$ cat config.mk
export PLATFORM = sky130hd
export DESIGN_NAME = interleaved_frame_deframer
export DESIGN_NICKNAME = d
export VERILOG_FILES = /design/src/rtl/core/ifd_pkg.sv /design/src/rtl/core/interleaved_frame_deframer.sv /design/src/rtl/core/ifd_out_buf.sv
export SDC_FILE = /design/constraint.sdc
export NUM_CORES = 1
export LEC_CHECK = 0
export BUFFER_PORTS_ARGS = -buffer_cell sky130_fd_sc_hd__buf_2
export CAP_MARGIN = 20
export CORE_ASPECT_RATIO = 0.6
export CORE_UTILIZATION = 30
export DETAILED_ROUTE_END_ITERATION = 6
export GPL_ROUTABILITY_DRIVEN = 0
export GPL_TIMING_DRIVEN = 0
export PLACE_DENSITY_LB_ADDON = 0.08
export SLEW_MARGIN = 20
export SYNTH_ARGS = -nofsm -noshare
export SYNTH_HDL_FRONTEND = slang
export SYNTH_HIERARCHICAL = 1
export SYNTH_SLANG_ARGS = --single-unit
$ cat constraint.sdc
create_clock -name i_clk -period 4 [get_ports i_clk]
set_clock_uncertainty 0.2 [all_clocks]
set_input_delay 0.4 -clock i_clk [delete_from_list [all_inputs] [get_ports i_clk]]
set_output_delay 0.4 -clock i_clk [all_outputs]
set_load 0.02 [all_outputs]
$ cat src/rtl/core/ifd_pkg.sv
// ----------------------------------------------------------------------------
// ifd_pkg
// shared types and constants of the interleaved frame deframer
// ----------------------------------------------------------------------------
package ifd_pkg;

    // frame marker and well-known channel numbers
    localparam logic [7:0] MARKER_BYTE = 8'h24;
    localparam logic [7:0] CHAN_VIDEO  = 8'd0;
    localparam logic [7:0] CHAN_AUDIO  = 8'd2;

    // configuration register indexes
    localparam logic [1:0] REG_VIDEO_ENABLE    = 2'd0;
    localparam logic [1:0] REG_AUDIO_ENABLE    = 2'd1;
    localparam logic [1:0] REG_MIN_CONTROL_LEN = 2'd2;

    localparam logic [15:0] MIN_CONTROL_LEN_RESET = 16'd28;

    // frame kind codes
    localparam logic [1:0] KIND_VIDEO   = 2'd0;
    localparam logic [1:0] KIND_AUDIO   = 2'd1;
    localparam logic [1:0] KIND_CONTROL = 2'd2;

    // one result item
    typedef struct packed {
        logic [7:0] payload_byte;
        logic [7:0] frame_channel;
        logic [1:0] frame_kind;
        logic       first_flag;
        logic       last_flag;
        logic       empty_frame;
    } t_result;

    function automatic logic [1:0] kind_of(input logic [7:0] ch);
        logic [1:0] k;
        if (ch == CHAN_VIDEO) begin
            k = KIND_VIDEO;
        end else if (ch == CHAN_AUDIO) begin
            k = KIND_AUDIO;
        end else begin
            k = KIND_CONTROL;
        end
        return k;
    endfunction

endpackage

$ cat src/rtl/core/interleaved_frame_deframer.sv
// ----------------------------------------------------------------------------
// interleaved_frame_deframer
// byte-wise deframer for interleaved binary frames on a stream link
// ----------------------------------------------------------------------------
// One received byte is taken per transfer, one per clock cycle at full rate;
// each byte is parsed in the cycle it is accepted and any result it causes
// is registered in the output buffer. The rate is set by the single header
// and payload state machine, which updates once per byte. A two-entry output
// buffer (result register plus skid register) holds results, so input keeps
// flowing while one result waits; input stalls only when both are full.
// Frames are '$', channel, length high, length low, then payload. Channel 0
// (video) and channel 2 (audio) are kept when enabled; other channels are
// control and kept when the length reaches min_control_len. The keep
// decision is taken at the low length byte. A kept empty frame yields one
// result with first, last and empty flags set and a zero payload byte.
// Configuration writes are always taken; index 3 is ignored.
// ----------------------------------------------------------------------------
module interleaved_frame_deframer
    import ifd_pkg::*;
(
    input  logic        i_clk,
    input  logic        i_rst_n,
    // byte input channel
    input  logic        i_in_valid,
    output logic        o_in_ready,
    input  logic [7:0]  i_byte_in,
    // result channel
    output logic        o_out_valid,
    input  logic        i_out_ready,
    output logic [7:0]  o_payload_byte,
    output logic [7:0]  o_frame_channel,
    output logic [1:0]  o_frame_kind,
    output logic        o_first_flag,
    output logic        o_last_flag,
    output logic        o_empty_frame,
    // configuration write channel
    input  logic        i_cfg_valid,
    output logic        o_cfg_ready,
    input  logic [1:0]  i_cfg_index,
    input  logic [15:0] i_cfg_data
);

    // parser phases, one-hot
    typedef enum logic [4:0] {
        PH_HUNT = 5'b00001,
        PH_CHAN = 5'b00010,
        PH_LENH = 5'b00100,
        PH_LENL = 5'b01000,
        PH_DATA = 5'b10000
    } t_phase;

    // configuration registers
    logic        r_video_enable;
    logic        r_audio_enable;
    logic [15:0] r_min_control_len;

    // parser state
    t_phase      r_phase,        n_phase;
    logic [7:0]  r_held_channel, n_held_channel;
    logic [7:0]  r_length_high,  n_length_high;
    logic [15:0] r_bytes_left,   n_bytes_left;
    logic        r_frame_kept,   n_frame_kept;
    logic        r_at_first,     n_at_first;

    logic        in_xfer;
    logic        push;
    t_result     res;
    t_result     out_res;
    logic        buf_space;
    logic [15:0] len;
    logic        keep;
    logic        last;

    assign o_cfg_ready = 1'b1;
    assign o_in_ready  = buf_space;
    assign in_xfer     = i_in_valid && buf_space;

    // configuration writes
    always_ff @(posedge i_clk) begin
        if (!i_rst_n) begin
            r_video_enable    <= 1'b0;
            r_audio_enable    <= 1'b0;
            r_min_control_len <= MIN_CONTROL_LEN_RESET;
        end else if (i_cfg_valid) begin
            case (i_cfg_index)
                REG_VIDEO_ENABLE:    r_video_enable    <= i_cfg_data[0];
                REG_AUDIO_ENABLE:    r_audio_enable    <= i_cfg_data[0];
                REG_MIN_CONTROL_LEN: r_min_control_len <= i_cfg_data;
                default: ;
            endcase
        end
    end

    // frame length and keep decision for the low length byte
    assign len = {r_length_high, i_byte_in};
    always_comb begin
        if (r_held_channel == CHAN_VIDEO) begin
            keep = r_video_enable;
        end else if (r_held_channel == CHAN_AUDIO) begin
            keep = r_audio_enable;
        end else begin
            keep = (len >= r_min_control_len);
        end
    end

    // payload byte closes the frame when one or none is left
    assign last = (r_bytes_left <= 16'd1);

    // next-state and result logic for one accepted byte
    always_comb begin
        n_phase        = r_phase;
        n_held_channel = r_held_channel;
        n_length_high  = r_length_high;
        n_bytes_left   = r_bytes_left;
        n_frame_kept   = r_frame_kept;
        n_at_first     = r_at_first;
        push           = 1'b0;
        res.payload_byte  = i_byte_in;
        res.frame_channel = r_held_channel;
        res.frame_kind    = kind_of(r_held_channel);
        res.first_flag    = r_at_first;
        res.last_flag     = last;
        res.empty_frame   = 1'b0;
        case (r_phase)
            PH_CHAN: begin
                n_held_channel = i_byte_in;
                n_phase        = PH_LENH;
            end
            PH_LENH: begin
                n_length_high = i_byte_in;
                n_phase       = PH_LENL;
            end
            PH_LENL: begin
                n_frame_kept = keep;
                n_bytes_left = len;
                n_at_first   = 1'b1;
                if (len == 16'd0) begin
                    // empty frame: one flagged result if kept
                    n_phase          = PH_HUNT;
                    push             = keep;
                    res.payload_byte = 8'd0;
                    res.first_flag   = 1'b1;
                    res.last_flag    = 1'b1;
                    res.empty_frame  = 1'b1;
                end else begin
                    n_phase = PH_DATA;
                end
            end
            PH_DATA: begin
                if (last) begin
                    n_bytes_left = 16'd0;
                    n_phase      = PH_HUNT;
                end else begin
                    n_bytes_left = r_bytes_left - 16'd1;
                end
                if (r_frame_kept) begin
                    push       = 1'b1;
                    n_at_first = last;
                end
            end
            default: begin
                // hunting, also any unused phase code: resync on marker
                n_phase = (i_byte_in == MARKER_BYTE) ? PH_CHAN : PH_HUNT;
            end
        endcase
    end

    // parser state registers, advance only on an input transfer
    always_ff @(posedge i_clk) begin
        if (!i_rst_n) begin
            r_phase        <= PH_HUNT;
            r_held_channel <= 8'd0;
            r_length_high  <= 8'd0;
            r_bytes_left   <= 16'd0;
            r_frame_kept   <= 1'b0;
            r_at_first     <= 1'b1;
        end else if (in_xfer) begin
            r_phase        <= n_phase;
            r_held_channel <= n_held_channel;
            r_length_high  <= n_length_high;
            r_bytes_left   <= n_bytes_left;
            r_frame_kept   <= n_frame_kept;
            r_at_first     <= n_at_first;
        end
    end

    // result register with skid
    ifd_out_buf u_out_buf (
        .i_clk   (i_clk),
        .i_rst_n (i_rst_n),
        .i_push  (in_xfer && push),
        .i_data  (res),
        .o_space (buf_space),
        .o_valid (o_out_valid),
        .i_ready (i_out_ready),
        .o_data  (out_res)
    );

    assign o_payload_byte  = out_res.payload_byte;
    assign o_frame_channel = out_res.frame_channel;
    assign o_frame_kind    = out_res.frame_kind;
    assign o_first_flag    = out_res.first_flag;
    assign o_last_flag     = out_res.last_flag;
    assign o_empty_frame   = out_res.empty_frame;

endmodule

$ cat src/rtl/core/ifd_out_buf.sv
// ----------------------------------------------------------------------------
// ifd_out_buf
// two-entry output buffer: result register plus skid register
// ----------------------------------------------------------------------------
module ifd_out_buf
    import ifd_pkg::*;
(
    input  logic    i_clk,
    input  logic    i_rst_n,
    input  logic    i_push,
    input  t_result i_data,
    output logic    o_space,
    output logic    o_valid,
    input  logic    i_ready,
    output t_result o_data
);

    logic    r_main_valid;
    logic    r_skid_valid;
    t_result r_main;
    t_result r_skid;
    logic    pop;

    assign pop     = r_main_valid && i_ready;
    assign o_space = !r_skid_valid;
    assign o_valid = r_main_valid;
    assign o_data  = r_main;

    // control state
    always_ff @(posedge i_clk) begin
        if (!i_rst_n) begin
            r_main_valid <= 1'b0;
            r_skid_valid <= 1'b0;
        end else if (pop) begin
            if (r_skid_valid) begin
                r_skid_valid <= 1'b0;
            end else begin
                r_main_valid <= i_push;
            end
        end else if (i_push) begin
            if (r_main_valid) begin
                r_skid_valid <= 1'b1;
            end else begin
                r_main_valid <= 1'b1;
            end
        end
    end

    // payload
    always_ff @(posedge i_clk) begin
        if (pop) begin
            if (r_skid_valid) begin
                r_main <= r_skid;
            end else if (i_push) begin
                r_main <= i_data;
            end
        end else if (i_push) begin
            if (r_main_valid) begin
                r_skid <= i_data;
            end else begin
                r_main <= i_data;
            end
        end
    end

endmodule
==> flow_summary.yaml <==
global_route:
  grt_pass1_wl_um: 21700
  grt_start_max_net_pins: 22
  grt_pass1_vias: 3636
  antenna_found_initial: 0
  track_usage: 0.170
  grt_overflow_total: 0
floorplan:
  fp.coreArea_mm2: 0.0163
  die_area_mm2: 0.0172
  io_pins: 55
  core.rowCount: 36
  die_h_um: 102
  initial_core_util: 0.307
  die_w_um: 169
drt:
  wirelength_um: 13900
  drc: 0
  via_per_inst: 4.99
  vias: 3905
  drt_iter0_markers: 317
  wl_per_cell_um: 17.8
  antenna_left: 0
  drtPass1Iterations: 5
clock_tree:
  cts_setup_buffers: 0
  cts.reportedPaths.clkPinSlew_ps: 80
  cts_made_buffers: 9
  cts_num_sinks: 101
  clockBufferDepth: 2
  cts_tree: "yes"
  hold_buffers: 0
  insertion_delay_ps: 350
  htreeDepth: 3
  cts_resized: 0
  root_buffer: "clkbuf_16"
power_and_ir_drop:
  ir_worst_vdd_mv: 0.186
  power_density_mw_per_mm2: 351
  leakagePower_nw: 2.42
setup_path:
  r2r-end: "u_out_buf/o_data[3]$_DFFE_PP_"
  crit_path_end_kind: "flop"
  startpoint_type: "flop"
  reg2reg_slack_ps: 490
  cp.required_ps: 3780
  reg2reg_depth: 7
  critical_path_class: "reg2reg"
  worst-path-max-fanout: 21
  critPathArrivalTime_ps: 3280
  r2r-start: "u_out_buf/r_skid_valid$_SDFFE_PP0P_"
logic_synthesis:
  synth_area_mm2: 0.00499
  avgSynthCellArea_um2: 10.3
  synth.ff_latch_count: 101
  synth_nets: 535
  synth_cell_types: 73
  synth_edf_count: 42
  syn_inst: 486
  synthArstFlopShare: 0
  ys_warn_count: 6
  seq_area_frac_synth: 0.489
  synthFlopType: "dfxtp_1"
finish:
  final_cell_mix: "dfxtp_1 (59), buf_2 (58), nand2_1 (55)"
  fill_cells: 1681
  final_common_cell: "dfxtp_1"
  fin_cells: 783
  final_util: 0.359
  syn_to_final_growth_pct: 17.1
  antenna_cells: 0
  nNetsFinal: 599
  drive_gt1_frac: 0.209
min_path:
  min_to: "r_min_control_len[4]$_SDFFE_PN1P_"
  hold_depth: 3
  hold_start: "i_cfg_data[4]"
  hp-class: "in2reg"
timing:
  rsz0062_at_grt: "false"
  setup_viol: 0
  finalSetupTns_ps: 0
  max_freq_mhz: 285
  fin_crit_ps: 3510
  slew_headroom: 0.466
  tightest_slew_ps: 797
  final_max_slew_viol_count: 0
  hold_viol: 0
  post-route-period-util: 0.877
placed_design:
  hpwl_um: 10100
  dp.cells: 767
  io_buffers: 53
run_status:
  status: "finished, final reports clean"
flow_run:
  drv_cap: 0
-- worst max-delay path by stage --
stage | startpoint | endpoint | slack, ps | depth (start not counted)
final | u_out_buf/r_skid_valid$_SDFFE_PP0P_ | u_out_buf/o_data[3]$_DFFE_PP_ | 490 | 7
after global routing | u_out_buf/r_skid_valid$_SDFFE_PP0P_ | u_out_buf/o_data[6]$_DFFE_PP_ | 220 | 7
after CTS | r_length_high[1]$_SDFFE_PN0P_ | u_out_buf/o_data[3]$_DFFE_PP_ | 460 | 7
after detailed placement | i_byte_in[2] | u_out_buf/o_data[16]$_DFFE_PP_ | 280 | 8
after global placement | i_byte_in[2] | u_out_buf/o_data[16]$_DFFE_PP_ | -660 | 8
after floorplan | u_out_buf/r_skid_valid$_SDFFE_PP0P_ | u_out_buf/o_data[0]$_DFFE_PP_ | 630 | 7
-- state kept, by name, indices dropped and copies added, names as in the netlist --
| register | count |
|---|---|
| u_out_buf/o_data | 21 |
| r_frame_kept | 1 |
| r_bytes_left | 16 |
| r_min_control_len | 16 |
| r_audio_enable | 1 |
| u_out_buf/r_skid_valid | 1 |
| u_out_buf/r_skid | 21 |
| r_video_enable | 1 |
| r_held_channel | 8 |
| u_out_buf/o_valid | 1 |
| r_phase | 5 |
| r_at_first | 1 |
| r_length_high | 8 |
-- routing by layer --
layer	wire length, um	GRT usage
met5	0	0
met4	116	0.0357
met1	7670	0.263
met2	5310	0.230
met3	843	0.0465
-- critical path, cell delays in order, from the launching register on --
cell       delay (ps)
dfxtp_1           350
inv_1             150
nand4bb_1         220
or3_1             480
clkbuf_1          300
nor3_1            660
a21oi_1           160
a21oi_4           610
-- power breakdown --
part	switching, W	total (W)	leakage, nW	internal (W)
sequential	0.00000316	0.00108	0.864	0.00107
clock	0.000431	0.000869	0.142	0.000439
combinational	0.0000678	0.000108	1.42	0.0000403
total	0.000502	0.00205	2.42	0.00155
-- synth_stat cells, drive strengths merged (6+ instances only) --
| library cell | instances | area, um^2 |
|---|---|---|
| a21oi | 39 | 199 |
| buf | 12 | 88.8 |
| clkbuf | 20 | 75.1 |
| dfxtp | 59 | 1180 |
| edfxtp | 42 | 1260 |
| ha | 18 | 225 |
| inv | 25 | 93.8 |
| mux2 | 21 | 312 |
| mux2i | 17 | 170 |
| nand2 | 55 | 206 |
| nand3 | 12 | 65.1 |
| nor2 | 39 | 146 |
| nor3 | 9 | 61.3 |
| nor4 | 8 | 71.3 |
| o21a | 6 | 52.6 |
| o21ai | 18 | 93.8 |
-- final cells by class --
| cell class | instances | area, um^2 | share of cell area |
|---|---|---|---|
| Buffer | 32 | 164 | 0.0280 |
| Timing Repair Buffer | 53 | 265 | 0.0454 |
| Sequential cell | 101 | 2440 | 0.418 |
| Clock buffer | 9 | 225 | 0.0385 |
| Clock inverter | 7 | 67.6 | 0.0116 |
| Tap cell | 228 | 285 | 0.0488 |
| Multi-Input combinational cell | 328 | 2300 | 0.394 |
| Inverter | 25 | 93.8 | 0.0161 |
-- kinds of logic after synthesis --
kind of cell | share of synthesized area
buffers and inverters | 0.0516
adders and majority gates | 0.0451
AOI/OAI and AO/OA | 0.150
other | 0.000751
xor gates and xnor gates | 0.00527
muxes | 0.0965
and+or+nand+nor | 0.161
DFF | 0.489
-- metrics by stage --
stage	power [W]	worst slack (ps)	area [um^2]	hold slack (ps)
2_1_floorplan	0.00115	628	4990	236
3_3_place_gp	0.00120	-664	5540	246
3_5_place_dp	0.00121	282	5550	247
4_1_cts	0.00208	456	5850	67.3
5_1_grt	0.00213	220	5850	73.5
6_report	0.00205	492	5850	81.4
Power figures use the tool's default switching activity.
